**src/command_admission_window_gate_top_assert.svh**
```systemverilog
// Assertion macros shared by the command admission window gate RTL.
// Included by the modules that check their own sequencing; needs nothing else.
`ifndef COMMAND_ADMISSION_WINDOW_GATE_TOP_ASSERT_SVH
`define COMMAND_ADMISSION_WINDOW_GATE_TOP_ASSERT_SVH

// Same-cycle implication, disabled while reset is asserted.
`define CAWG_ASSERT_NOW(label, clk, rst_n, ante, cons, msg) \
	label: assert property (@(posedge clk) disable iff (!rst_n) (ante) |-> (cons)) \
		else $error(msg);

// Next-cycle implication, disabled while reset is asserted.
`define CAWG_ASSERT_NEXT(label, clk, rst_n, ante, cons, msg) \
	label: assert property (@(posedge clk) disable iff (!rst_n) (ante) |=> (cons)) \
		else $error(msg);

`endif

```
**src/cawg_pkg.sv**
```systemverilog
// Shared types and constants for the command admission window gate.
// Used by cawg_rem, cawg_ctrl and the top level; depends on nothing.
package cawg_pkg;

	localparam int IN_TDATA_W  = 40;
	localparam int OUT_TDATA_W = 80;
	localparam int CMD_W       = 3;

	// command codes
	typedef enum logic [2:0] {
		CMD_NOOP      = 3'd0,
		CMD_RESET     = 3'd1,
		CMD_ADVANCE   = 3'd2,
		CMD_TOGGLE    = 3'd3,
		CMD_HOUSEKEEP = 3'd4
	} cmd_t;

	// gate profiles
	localparam logic [1:0] PROF_OPEN     = 2'd0;
	localparam logic [1:0] PROF_PERIODIC = 2'd1;
	localparam logic [1:0] PROF_PROB     = 2'd2;

	// configuration register indexes
	localparam logic [2:0] REG_POLICY_PROFILE = 3'd0;
	localparam logic [2:0] REG_STAGGERED      = 3'd1;
	localparam logic [2:0] REG_PERIOD_SEC     = 3'd2;
	localparam logic [2:0] REG_PHASE_SEC      = 3'd3;
	localparam logic [2:0] REG_OPEN_LEN_SEC   = 3'd4;
	localparam logic [2:0] REG_SEED_BASE      = 3'd5;
	localparam logic [2:0] REG_INTERVAL_A     = 3'd6;
	localparam logic [2:0] REG_INTERVAL_B     = 3'd7;

	localparam logic [31:0] LCG_MUL        = 32'd1103515245;
	localparam logic [31:0] LCG_ADD        = 32'd12345;
	localparam logic [31:0] SEED_XOR       = 32'h5A5A5A5A;
	localparam logic [31:0] SEED_DEFAULT   = 32'h4D4F4445;
	localparam logic [31:0] CYCLE_SEC      = 32'd40;
	localparam logic [31:0] FIRST_OPEN_SEC = 32'd20;
	localparam logic [6:0]  W1_PCT         = 7'd10;
	localparam logic [6:0]  W2_PCT         = 7'd90;
	localparam logic [31:0] DRAW_MOD       = 32'd100;

	localparam logic [31:0] PERIOD_RESET   = 32'd16;
	localparam logic [31:0] OPEN_LEN_RESET = 32'd6;
	localparam logic [31:0] SEED_RESET     = 32'd1297040453;
	localparam logic [63:0] INTERVAL_RESET = 64'h0000_0001_0000_0000;

	// remainder unit pass lengths
	localparam logic [5:0] DIV_FULL = 6'd32;
	localparam logic [5:0] DIV_HALF = 6'd16;

	typedef struct packed {
		logic [1:0]  profile;
		logic        staggered;
		logic [31:0] period;
		logic [31:0] phase;
		logic [31:0] open_len;
		logic [31:0] seed_base;
		logic [31:0] ia_lo;
		logic [31:0] ia_hi;
		logic [31:0] ib_lo;
		logic [31:0] ib_hi;
	} cfg_t;

	typedef struct packed {
		logic        start;
		logic [31:0] dividend;
		logic [31:0] divisor;
		logic [5:0]  iters;
	} div_req_t;

	typedef struct packed {
		logic        busy;
		logic        done;
		logic [31:0] rem;
	} div_rsp_t;

	typedef struct packed {
		logic        accepted;
		logic [7:0]  cmd_count;
		logic [7:0]  err_count;
		logic [1:0]  active_mode;
		logic        policy_enabled;
		logic [15:0] mode_change_count;
		logic [31:0] age_sec;
		logic [6:0]  draw_value;
	} res_t;

	typedef enum logic [3:0] {
		ST_IDLE,
		ST_DECODE,
		ST_ELAPSED,
		ST_PER_START,
		ST_PER_WAIT,
		ST_PROB_START,
		ST_PROB_WAIT,
		ST_DRAW_WAIT,
		ST_APPLY,
		ST_DONE
	} state_t;

endpackage

```
**src/cawg_rem.sv**
```systemverilog
// Shared restoring remainder unit, one quotient bit per cycle.
// Depends on cawg_pkg (request and response structs) and the assertion header.
`include "command_admission_window_gate_top_assert.svh"

module cawg_rem (
	input  logic                clk,
	input  logic                arst_n,
	input  cawg_pkg::div_req_t  req,
	output cawg_pkg::div_rsp_t  rsp
);

	logic        busy_q;
	logic        done_q;
	logic [5:0]  cnt_q;
	logic [31:0] dvd_q;
	logic [31:0] dvs_q;
	logic [31:0] rem_q;
	logic [32:0] trial;
	logic [32:0] diff;
	logic        fits;

	assign trial = {rem_q, dvd_q[31]};
	assign diff  = trial - {1'b0, dvs_q};
	assign fits  = trial >= {1'b0, dvs_q};

	always_ff @(posedge clk or negedge arst_n) begin
		if (!arst_n) begin
			busy_q <= 1'b0;
			done_q <= 1'b0;
			cnt_q  <= '0;
		end else begin
			done_q <= 1'b0;
			if (req.start) begin
				busy_q <= 1'b1;
				cnt_q  <= req.iters;
			end else if (busy_q) begin
				cnt_q <= cnt_q - 6'd1;
				if (cnt_q == 6'd1) begin
					busy_q <= 1'b0;
					done_q <= 1'b1;
				end
			end
		end
	end

	always_ff @(posedge clk) begin
		if (req.start) begin
			dvd_q <= req.dividend;
			dvs_q <= req.divisor;
			rem_q <= '0;
		end else if (busy_q) begin
			dvd_q <= {dvd_q[30:0], 1'b0};
			rem_q <= fits ? diff[31:0] : trial[31:0];
		end
	end

	assign rsp.busy = busy_q;
	assign rsp.done = done_q;
	assign rsp.rem  = rem_q;

	`CAWG_ASSERT_NOW(a_rem_below_divisor, clk, arst_n, done_q, rem_q < dvs_q,
		"remainder not below divisor")
	`CAWG_ASSERT_NOW(a_no_restart_busy, clk, arst_n, req.start, !busy_q,
		"remainder unit started while busy")
	`CAWG_ASSERT_NEXT(a_done_single, clk, arst_n, done_q, !done_q,
		"remainder done held for more than one cycle")

endmodule

```
**src/cawg_ctrl.sv**
```systemverilog
// Command sequencer, gate evaluation and window state for the admission gate.
// Depends on cawg_pkg; drives the shared cawg_rem unit through a request struct.
`include "command_admission_window_gate_top_assert.svh"

module cawg_ctrl #(
	parameter int COUNT_WIDTH  = 8,
	parameter int CHANGE_WIDTH = 16
) (
	input  logic                clk,
	input  logic                arst_n,
	input  logic                s_tvalid,
	output logic                s_tready,
	input  logic [2:0]          cmd,
	input  logic [31:0]         now_sec,
	input  cawg_pkg::cfg_t      cfg,
	output cawg_pkg::div_req_t  div_req,
	input  cawg_pkg::div_rsp_t  div_rsp,
	output logic                m_tvalid,
	input  logic                m_tready,
	output cawg_pkg::res_t      res
);

	cawg_pkg::state_t state_q, state_d;

	// window and counter state
	logic [31:0]             epoch_q;
	logic                    epoch_valid_q;
	logic [31:0]             seed_q;
	logic [COUNT_WIDTH-1:0]  acc_cnt_q;
	logic [COUNT_WIDTH-1:0]  err_cnt_q;
	logic [1:0]              mode_q;
	logic                    flag_q;
	logic [CHANGE_WIDTH-1:0] chg_cnt_q;
	logic                    out_valid_q;

	// per-item working registers
	logic [2:0]              cmd_q;
	logic [31:0]             now_q;
	logic [31:0]             elapsed_q;
	logic [6:0]              draw_q;
	logic [6:0]              pct_q;
	logic                    hits_q;
	logic                    gate_q;
	logic                    acc_q;
	cawg_pkg::res_t          res_q;

	logic        out_free;
	logic        is_gated;
	logic        need_wreset;
	logic [31:0] seed_pick;
	logic [31:0] seed_mix;
	logic [31:0] seed_init;
	logic [31:0] per_x;
	logic        ia_hit;
	logic        ib_hit;
	logic        w1;
	logic        w2;
	logic [6:0]  pct_d;

	assign out_free = !out_valid_q || m_tready;
	assign is_gated = (cmd_q == cawg_pkg::CMD_ADVANCE) || (cmd_q == cawg_pkg::CMD_TOGGLE);

	assign seed_pick = (cfg.seed_base == '0) ? cawg_pkg::SEED_DEFAULT : cfg.seed_base;
	assign seed_mix  = seed_pick ^ cawg_pkg::SEED_XOR;
	assign seed_init = (seed_mix == '0) ? cawg_pkg::SEED_DEFAULT : seed_mix;

	assign need_wreset = ((cfg.profile == cawg_pkg::PROF_PERIODIC) && !epoch_valid_q) ||
		((cfg.profile == cawg_pkg::PROF_PROB) && (!epoch_valid_q || seed_q == '0));

	assign per_x  = elapsed_q + cfg.period - cfg.phase;
	assign ia_hit = (elapsed_q >= cfg.ia_lo) && (elapsed_q <= cfg.ia_hi);
	assign ib_hit = (elapsed_q >= cfg.ib_lo) && (elapsed_q <= cfg.ib_hi);

	assign w1    = div_rsp.rem < cawg_pkg::FIRST_OPEN_SEC;
	assign w2    = cfg.staggered ? !w1 : w1;
	assign pct_d = (w1 ? cawg_pkg::W1_PCT : 7'd0) + (w2 ? cawg_pkg::W2_PCT : 7'd0);

	// next state
	always_comb begin
		state_d = state_q;
		case (state_q)
			cawg_pkg::ST_IDLE: begin
				if (s_tvalid) state_d = cawg_pkg::ST_DECODE;
			end
			cawg_pkg::ST_DECODE: begin
				if (!is_gated) begin
					state_d = cawg_pkg::ST_DONE;
				end else if (cfg.profile == cawg_pkg::PROF_PERIODIC ||
						cfg.profile == cawg_pkg::PROF_PROB) begin
					state_d = cawg_pkg::ST_ELAPSED;
				end else begin
					state_d = cawg_pkg::ST_APPLY;
				end
			end
			cawg_pkg::ST_ELAPSED: begin
				state_d = (cfg.profile == cawg_pkg::PROF_PERIODIC) ?
					cawg_pkg::ST_PER_START : cawg_pkg::ST_PROB_START;
			end
			cawg_pkg::ST_PER_START: begin
				state_d = (cfg.period == '0) ? cawg_pkg::ST_APPLY : cawg_pkg::ST_PER_WAIT;
			end
			cawg_pkg::ST_PER_WAIT: begin
				if (div_rsp.done) state_d = cawg_pkg::ST_APPLY;
			end
			cawg_pkg::ST_PROB_START: begin
				state_d = cawg_pkg::ST_PROB_WAIT;
			end
			cawg_pkg::ST_PROB_WAIT: begin
				if (div_rsp.done) state_d = cawg_pkg::ST_DRAW_WAIT;
			end
			cawg_pkg::ST_DRAW_WAIT: begin
				if (div_rsp.done) state_d = cawg_pkg::ST_APPLY;
			end
			cawg_pkg::ST_APPLY: begin
				state_d = cawg_pkg::ST_DONE;
			end
			cawg_pkg::ST_DONE: begin
				if (out_free) state_d = cawg_pkg::ST_IDLE;
			end
			default: begin
				state_d = cawg_pkg::ST_IDLE;
			end
		endcase
	end

	// outputs of the sequencer
	always_comb begin
		s_tready         = 1'b0;
		div_req.start    = 1'b0;
		div_req.dividend = '0;
		div_req.divisor  = '0;
		div_req.iters    = '0;
		case (state_q)
			cawg_pkg::ST_IDLE: begin
				s_tready = 1'b1;
			end
			cawg_pkg::ST_PER_START: begin
				div_req.start    = (cfg.period != '0);
				div_req.dividend = per_x;
				div_req.divisor  = cfg.period;
				div_req.iters    = cawg_pkg::DIV_FULL;
			end
			cawg_pkg::ST_PROB_START: begin
				div_req.start    = 1'b1;
				div_req.dividend = elapsed_q;
				div_req.divisor  = cawg_pkg::CYCLE_SEC;
				div_req.iters    = cawg_pkg::DIV_FULL;
			end
			cawg_pkg::ST_PROB_WAIT: begin
				// draw takes the upper half of the seed, left-aligned for a short pass
				div_req.start    = div_rsp.done;
				div_req.dividend = {seed_q[31:16], 16'h0000};
				div_req.divisor  = cawg_pkg::DRAW_MOD;
				div_req.iters    = cawg_pkg::DIV_HALF;
			end
			default: begin
				s_tready = 1'b0;
			end
		endcase
	end

	always_ff @(posedge clk or negedge arst_n) begin
		if (!arst_n) begin
			state_q       <= cawg_pkg::ST_IDLE;
			epoch_q       <= '0;
			epoch_valid_q <= 1'b0;
			seed_q        <= '0;
			acc_cnt_q     <= '0;
			err_cnt_q     <= '0;
			mode_q        <= '0;
			flag_q        <= 1'b1;
			chg_cnt_q     <= '0;
			out_valid_q   <= 1'b0;
		end else begin
			state_q <= state_d;
			case (state_q)
				cawg_pkg::ST_DECODE: begin
					case (cmd_q)
						cawg_pkg::CMD_NOOP: begin
							acc_cnt_q <= acc_cnt_q + 1'b1;
						end
						cawg_pkg::CMD_RESET: begin
							epoch_q       <= now_q;
							epoch_valid_q <= 1'b1;
							seed_q        <= seed_init;
							acc_cnt_q     <= '0;
							err_cnt_q     <= '0;
							mode_q        <= '0;
							flag_q        <= 1'b1;
							chg_cnt_q     <= '0;
						end
						cawg_pkg::CMD_ADVANCE, cawg_pkg::CMD_TOGGLE: begin
							if (need_wreset) begin
								epoch_q       <= now_q;
								epoch_valid_q <= 1'b1;
								seed_q        <= seed_init;
							end
						end
						default: begin
							mode_q <= mode_q;
						end
					endcase
				end
				cawg_pkg::ST_PROB_START: begin
					seed_q <= seed_q * cawg_pkg::LCG_MUL + cawg_pkg::LCG_ADD;
				end
				cawg_pkg::ST_APPLY: begin
					if (gate_q) begin
						acc_cnt_q <= acc_cnt_q + 1'b1;
						chg_cnt_q <= chg_cnt_q + 1'b1;
						if (cmd_q == cawg_pkg::CMD_ADVANCE) begin
							case (mode_q)
								2'd0:    mode_q <= 2'd1;
								2'd1:    mode_q <= 2'd2;
								2'd3:    mode_q <= 2'd1;
								default: mode_q <= 2'd0;
							endcase
						end else begin
							flag_q <= !flag_q;
						end
					end else begin
						err_cnt_q <= err_cnt_q + 1'b1;
					end
				end
				default: begin
					epoch_q <= epoch_q;
				end
			endcase
			if (state_q == cawg_pkg::ST_DONE && out_free) begin
				out_valid_q <= 1'b1;
			end else if (m_tready) begin
				out_valid_q <= 1'b0;
			end
		end
	end

	always_ff @(posedge clk) begin
		case (state_q)
			cawg_pkg::ST_IDLE: begin
				if (s_tvalid) begin
					cmd_q <= cmd;
					now_q <= now_sec;
				end
			end
			cawg_pkg::ST_DECODE: begin
				elapsed_q <= '0;
				draw_q    <= '0;
				gate_q    <= 1'b1;
				acc_q     <= cmd_q inside {cawg_pkg::CMD_NOOP, cawg_pkg::CMD_RESET,
					cawg_pkg::CMD_HOUSEKEEP};
			end
			cawg_pkg::ST_ELAPSED: begin
				elapsed_q <= now_q - epoch_q;
			end
			cawg_pkg::ST_PER_START: begin
				hits_q <= ia_hit || ib_hit;
				gate_q <= ia_hit || ib_hit;
			end
			cawg_pkg::ST_PER_WAIT: begin
				if (div_rsp.done) gate_q <= (div_rsp.rem < cfg.open_len) || hits_q;
			end
			cawg_pkg::ST_PROB_WAIT: begin
				if (div_rsp.done) pct_q <= pct_d;
			end
			cawg_pkg::ST_DRAW_WAIT: begin
				if (div_rsp.done) begin
					draw_q <= div_rsp.rem[6:0];
					gate_q <= div_rsp.rem < {25'd0, pct_q};
				end
			end
			cawg_pkg::ST_APPLY: begin
				acc_q <= gate_q;
			end
			cawg_pkg::ST_DONE: begin
				if (out_free) begin
					res_q.accepted          <= acc_q;
					res_q.cmd_count         <= 8'(acc_cnt_q);
					res_q.err_count         <= 8'(err_cnt_q);
					res_q.active_mode       <= mode_q;
					res_q.policy_enabled    <= flag_q;
					res_q.mode_change_count <= 16'(chg_cnt_q);
					res_q.age_sec           <= elapsed_q;
					res_q.draw_value        <= draw_q;
				end
			end
			default: begin
				hits_q <= hits_q;
			end
		endcase
	end

	assign m_tvalid = out_valid_q;
	assign res      = res_q;

	`CAWG_ASSERT_NOW(a_draw_range, clk, arst_n, m_tvalid,
		res_q.draw_value < 7'(cawg_pkg::DRAW_MOD), "draw value out of range")
	`CAWG_ASSERT_NEXT(a_reject_counts, clk, arst_n, state_q == cawg_pkg::ST_APPLY && !gate_q,
		err_cnt_q == COUNT_WIDTH'($past(err_cnt_q) + 1'b1), "rejected request not counted")
	`CAWG_ASSERT_NOW(a_elapsed_ungated, clk, arst_n,
		state_q == cawg_pkg::ST_DONE && !is_gated, elapsed_q == '0,
		"elapsed time reported for an ungated request")

endmodule

```
**src/command_admission_window_gate_top.sv**
```systemverilog
// Command admission window gate: one request in, one result out. Ungated
// commands, gated commands under the open gate and a periodic gate with a zero
// period skip the shared remainder unit; the periodic gate waits on it for the
// window phase, the probabilistic gate for the window phase and then the draw.
// The unit resolves one bit per cycle (32 passes for the window phase, 16 more
// for the draw). s_tready is high only while no request is in work; one finished
// result can wait in the output register while the next request is taken.
//
// Top level: configuration registers, stream packing, sequencer and remainder
// unit. Depends on cawg_pkg, cawg_rem and cawg_ctrl.
module command_admission_window_gate_top #(
	parameter int COUNT_WIDTH  = 8,
	parameter int CHANGE_WIDTH = 16
) (
	input  logic        clk,
	input  logic        arst_n,
	input  logic        s_tvalid,
	output logic        s_tready,
	input  logic [39:0] s_tdata,  // now_sec[31:0], zero fill
	input  logic [2:0]  s_tuser,  // cmd[2:0]
	output logic        m_tvalid,
	input  logic        m_tready,
	// cmd_count[7:0], err_count[15:8], active_mode[17:16], policy_enabled[18],
	// mode_change_count[34:19], age_sec[66:35], draw_value[73:67], zero fill
	output logic [79:0] m_tdata,
	output logic [0:0]  m_tuser,  // accepted[0]
	input  logic        cfg_we,
	input  logic [2:0]  cfg_index,
	input  logic [63:0] cfg_data
);

	cawg_pkg::cfg_t     cfg_q;
	cawg_pkg::div_req_t div_req;
	cawg_pkg::div_rsp_t div_rsp;
	cawg_pkg::res_t     res;

	always_ff @(posedge clk or negedge arst_n) begin
		if (!arst_n) begin
			cfg_q.profile   <= cawg_pkg::PROF_OPEN;
			cfg_q.staggered <= 1'b0;
			cfg_q.period    <= cawg_pkg::PERIOD_RESET;
			cfg_q.phase     <= '0;
			cfg_q.open_len  <= cawg_pkg::OPEN_LEN_RESET;
			cfg_q.seed_base <= cawg_pkg::SEED_RESET;
			cfg_q.ia_lo     <= cawg_pkg::INTERVAL_RESET[63:32];
			cfg_q.ia_hi     <= cawg_pkg::INTERVAL_RESET[31:0];
			cfg_q.ib_lo     <= cawg_pkg::INTERVAL_RESET[63:32];
			cfg_q.ib_hi     <= cawg_pkg::INTERVAL_RESET[31:0];
		end else if (cfg_we) begin
			case (cfg_index)
				cawg_pkg::REG_POLICY_PROFILE: cfg_q.profile   <= cfg_data[1:0];
				cawg_pkg::REG_STAGGERED:      cfg_q.staggered <= cfg_data[0];
				cawg_pkg::REG_PERIOD_SEC:     cfg_q.period    <= cfg_data[31:0];
				cawg_pkg::REG_PHASE_SEC:      cfg_q.phase     <= cfg_data[31:0];
				cawg_pkg::REG_OPEN_LEN_SEC:   cfg_q.open_len  <= cfg_data[31:0];
				cawg_pkg::REG_SEED_BASE:      cfg_q.seed_base <= cfg_data[31:0];
				cawg_pkg::REG_INTERVAL_A: begin
					cfg_q.ia_lo <= cfg_data[63:32];
					cfg_q.ia_hi <= cfg_data[31:0];
				end
				cawg_pkg::REG_INTERVAL_B: begin
					cfg_q.ib_lo <= cfg_data[63:32];
					cfg_q.ib_hi <= cfg_data[31:0];
				end
				default: begin
					cfg_q.profile <= cfg_q.profile;
				end
			endcase
		end
	end

	cawg_rem u_rem (
		.clk    (clk),
		.arst_n (arst_n),
		.req    (div_req),
		.rsp    (div_rsp)
	);

	cawg_ctrl #(
		.COUNT_WIDTH  (COUNT_WIDTH),
		.CHANGE_WIDTH (CHANGE_WIDTH)
	) u_ctrl (
		.clk      (clk),
		.arst_n   (arst_n),
		.s_tvalid (s_tvalid),
		.s_tready (s_tready),
		.cmd      (s_tuser),
		.now_sec  (s_tdata[31:0]),
		.cfg      (cfg_q),
		.div_req  (div_req),
		.div_rsp  (div_rsp),
		.m_tvalid (m_tvalid),
		.m_tready (m_tready),
		.res      (res)
	);

	assign m_tdata = {6'd0, res.draw_value, res.age_sec, res.mode_change_count,
		res.policy_enabled, res.active_mode, res.err_count, res.cmd_count};
	assign m_tuser = res.accepted;

endmodule
```
**config.mk**
```make
export PLATFORM = sky130hd
export DESIGN_NAME = command_admission_window_gate_top
export DESIGN_NICKNAME = d
export VERILOG_FILES = /design/src/cawg_pkg.sv /design/src/cawg_rem.sv /design/src/cawg_ctrl.sv /design/src/command_admission_window_gate_top.sv
export VERILOG_INCLUDE_DIRS = /design/src /design/src/src
export SDC_FILE = /design/constraint.sdc
export NUM_CORES = 2
export LEC_CHECK = 0
export BUFFER_PORTS_ARGS = -buffer_cell sky130_fd_sc_hd__buf_2
export CAP_MARGIN = 10
export CORE_MARGIN = 3
export CORE_UTILIZATION = 43
export CTS_CLUSTER_SIZE = 30
export DETAILED_ROUTE_END_ITERATION = 8
export GPL_TIMING_DRIVEN = 0
export PLACE_DENSITY_LB_ADDON = 0.15
export SYNTH_ARGS = -nofsm -noshare
export SYNTH_HDL_FRONTEND = slang
export SYNTH_SLANG_ARGS = --single-unit
```
**constraint.sdc**
```tcl
create_clock -name clk -period 14.73 [get_ports clk]
set_clock_uncertainty 0.15 [all_clocks]
set_input_delay 0.7365 -clock clk [delete_from_list [all_inputs] [get_ports clk]]
set_output_delay 0.7365 -clock clk [all_outputs]
set_load 0.02 [all_outputs]
```
==> reports/qor.csv <==
stage,metric,value,unit
run_status,outcome,"complete, no violations",
flow_run,drv_cap,0,
clock_tree,ctsResizeCount,0,
place,io_buffers,180,
synthesis,synth_cells,4246,
worst_setup_path,critical_path.max_stage_delay,720,ps
floorplanning,fp-row-count,115,
synthesis,ys.flop_type,dfrtp_1,
synthesis,synth_edf_count,220,
worst_setup_path,cp_data_arrival_time,8420,ps
worst_setup_path,cp_max_fo,8,
power,p_seq_frac,0.416,
sta,fin_crit,8090,ps
layout,drive_gt1_frac,0.123,
sta,maxSlewHeadroom,0.201,
layout,nFillCells,9355,
grt,first_global_vias,32183,
synthesis,ys_async_sr_fraction,0.596,
floorplanning,die_x,324,um
place,dp_hpwl,101000,um
routing,firstDrtPassIters,5,
floorplanning,io_pins,198,
worst_setup_path,crit_type,reg2reg,
synthesis,synth_area_leaders,"dfrtp_1, edfxtp_1, ha_1, fa_1, inv_1",
worst_setup_path,path_cells,inv_1 -> ha_1 -> xor2_1 -> ha_1 -> a21oi_1 -> fa_1 -> fa_1 -> inv_1 -> fa_1 -> ha_1 -> fa_1 -> inv_1 -> fa_1 -> inv_1 -> ha_1 -> a21oi_1 -> nor3b_1 -> o2111ai_1 -> a31oi_2 -> o21bai_1 -> a21oi_1 -> o21ai_0 -> xnor2_1 -> o221ai_1,
worst_setup_path,reg2reg_slack,6640,ps
layout,fin_nets,5345,
place,gp_congestion,0.911,
synthesis,yosys.area.top_type,dfrtp_1,
worst_setup_path,crit_slowest_cell,dfrtp_1,
hold_path,hp-class,in2reg,
routing,ant_nets,0,
sta,tns,0,ps
sta,slew_violations,0,
synthesis,ys_seq_area_frac,0.382,
sta,setup_violations,0,
power,power_density,101,mW/mm^2
synthesis,synth_cell_types,93,
power,clkPwrFrac,0.369,
clock_tree,cts_tree,built,
clock_tree,worstSkewPairLatency,660,ps
clock_tree,cts-buffers-inserted,75,
clock_tree,h-tree-depth,3,
grt,antenna_found_initial,11,
power,p_int,3.46,mW
floorplanning,fp.dieArea,0.105,sq mm
worst_setup_path,cp_common_cell,fa_1,
power,leakage,22.9,nW
routing,routed_via_density,5.37,
routing,wire_per_inst,21.8,um
grt,grt_use_total,0.248,
grt,grt_start_max_net_pins,111,
sta,fmax,124,MHz
worst_setup_path,start_kind,flip-flop,
routing,wl,128000,um
power,switching_share,0.297,
synthesis,yosys_warnings,0,
worst_setup_path,endpoint_kind,flip-flop,
clock_tree,clk_path_buf_depth,3,
sta,hold_violations,0,
synthesis,synth_area,0.0433,sq mm
place,placedInstanceArea,0.0461,sq mm
routing,vias,31543,
routing,drt-initial-drc-count,2463,
floorplanning,coreArea,0.0991,sq mm
synthesis,synth_top_area_share,0.203,
floorplanning,die-height,324,um
worst_setup_path,worstPathRequired,15060,ps
sta,tightest_slew,1190,ps
power,vdd_drop_max,98.6,uV
grt,overflow,0,
floorplanning,start_util,0.437,
sta,period_share,0.549,
power,comb_power_share,0.215,
layout,area_delta_synth_final,11.9,%
routing,route.detailed.drc,0,
synthesis,avgSynthCellArea,10.2,sq um
synthesis,ys_seq_elements,624,
sta,rsz0062_at_grt,false,
clock_tree,cts.sinks,624,
clock_tree,cts_root_buffer,clkbuf_16,
grt,grt_pass1_wl,196000,um
clock_tree,cts.reportedPaths.clkPinSlew,60,ps
power,switchingPower,1.46,mW
layout,fin_area,0.0485,sq mm
## layer usage
layer  up-vias  GRT usage  wire length [um]
li1      14946          -                 -
met1     15620      0.325             55600
met2       773      0.429             62000
met3       198     0.0323              6270
met4         6     0.0770              4080
met5         -          0                41
## path summary, 6_finish.rpt
kind / startpoint / cells after the start / to
min reg2reg: u_ctrl.draw_q[2]$_SDFFCE_PN0P_ / 0 / u_ctrl.res[2]$_DFFE_PP_
max in group asynchronous: arst_n / 4 / cfg_q[134]$_DFFE_PN1P_
max reg2reg: u_ctrl.seed_q[5]$_DFFE_PN0P_ / 24 / u_ctrl.seed_q[23]$_DFFE_PN0P_
min: s_tdata[16] / 1 / u_ctrl.now_q[16]$_DFFE_PP_
min in group asynchronous: arst_n / 2 / cfg_q[59]$_DFFE_PN0P_
max: u_ctrl.seed_q[5]$_DFFE_PN0P_ / 24 / u_ctrl.seed_q[23]$_DFFE_PN0P_
## layout by cell type, fill, tap and decap left out, drive strengths merged, types with 81 or more instances in the layout
cell type / Yosys / final
mux2: 199 / 199
edfxtp: 220 / 220
o21ai: 264 / 264
a21o: 81 / 81
a21oi: 215 / 215
buf: 15 / 204
clkbuf: 100 / 208
fa: 221 / 221
inv: 801 / 806
dfrtp: 352 / 352
nor2: 258 / 258
ha: 490 / 490
xnor2: 95 / 95
nand2: 225 / 225
## final cells by class
class | count | area, sq um | share of cell area
flip-flops and latches | 624 | 16600 | 0.342
clock inverters | 32 | 318 | 0.00655
plain buffers | 115 | 467 | 0.00962
repair buffers | 191 | 1130 | 0.0232
well taps | 1287 | 1610 | 0.0332
inverters | 802 | 3010 | 0.0620
diodes | 5 | 12.5 | 0.000258
multi-input cells | 2710 | 23300 | 0.481
clock buffers | 107 | 2070 | 0.0426
## registers in the layout, summed over array words and instances (netlist names), 4 cells and up
register	flops
cfg_q	259
u_ctrl.res	75
u_ctrl.elapsed_q	32
u_ctrl.epoch_q	32
u_ctrl.now_q	32
u_ctrl.seed_q	32
u_rem.dvd_q	32
u_rem.dvs_q	32
u_rem.rem_q	32
u_ctrl.chg_cnt_q	16
u_ctrl.acc_cnt_q	8
u_ctrl.err_cnt_q	8
u_ctrl.draw_q	7
u_rem.cnt_q	6
u_ctrl.pct_q	4
u_ctrl.state_q	4
## worst max-delay path: cells and delay by family, from the launching register on
family	cells	cell delay, ps
adder cells (fa/ha/maj)	9	4060
AO/OA/AOI/OAI	8	1570
flip-flops	1	720
XOR/XNOR	2	640
buffers and inverters	4	470
AND/OR/NAND/NOR	1	320
## cell families (layout without fill, tap and decap cells)
group,Yosys count,count (layout),share of synthesized area
multiplexers,209,209,0.0540
buffers and inverters,917,1247,0.0802
AO/OA/AOI/OAI,810,810,0.118
AND/OR/NAND/NOR,815,815,0.0899
XOR/XNOR,159,159,0.0321
adder cells (fa/ha/maj),711,711,0.243
other,1,11,0.0000865
flip-flops,624,624,0.382
## through the flow
stage,setup WS (ps),utilization,hold slack (ps),power (mW),cells
floorplan,7900,-,250,2.82,4251
global placement,4770,0.463,256,3.10,5718
detailed placement,6660,0.465,257,3.12,5727
CTS,6600,0.489,54.3,4.96,5867
global route,6190,0.489,77.0,5.19,5869
finish,6640,0.489,102,4.92,5873
## power groups by stage
stage               registers (mW)  logic, mW  clock network [mW]
global placement              2.07       1.02                   0
floorplan                     2.05      0.775                   0
detailed placement            2.08       1.05                   0
CTS                           2.04       1.05                1.86
global route                  2.06       1.19                1.93
finish                        2.05       1.06                1.82
## synthesized netlist by cell type (all sizes together) (60+ instances only)
master    n
inv     801
dfrtp   352
nor2    258
o21ai   264
a21o     81
a21oi   215
ha      490
nand2   225
mux2    199
edfxtp  220
fa      221
clkbuf  100
xnor2    95
nand4    60
xor2     64
## what timing repair did
| action | 4_1_cts | 5_1_grt |
|---|---|---|
| hold buffers | 1 | 0 |
| buffers inserted | 0 | 0 |
| hold endpoints to repair | 74 | 0 |
Power figures use the tool's default switching activity.
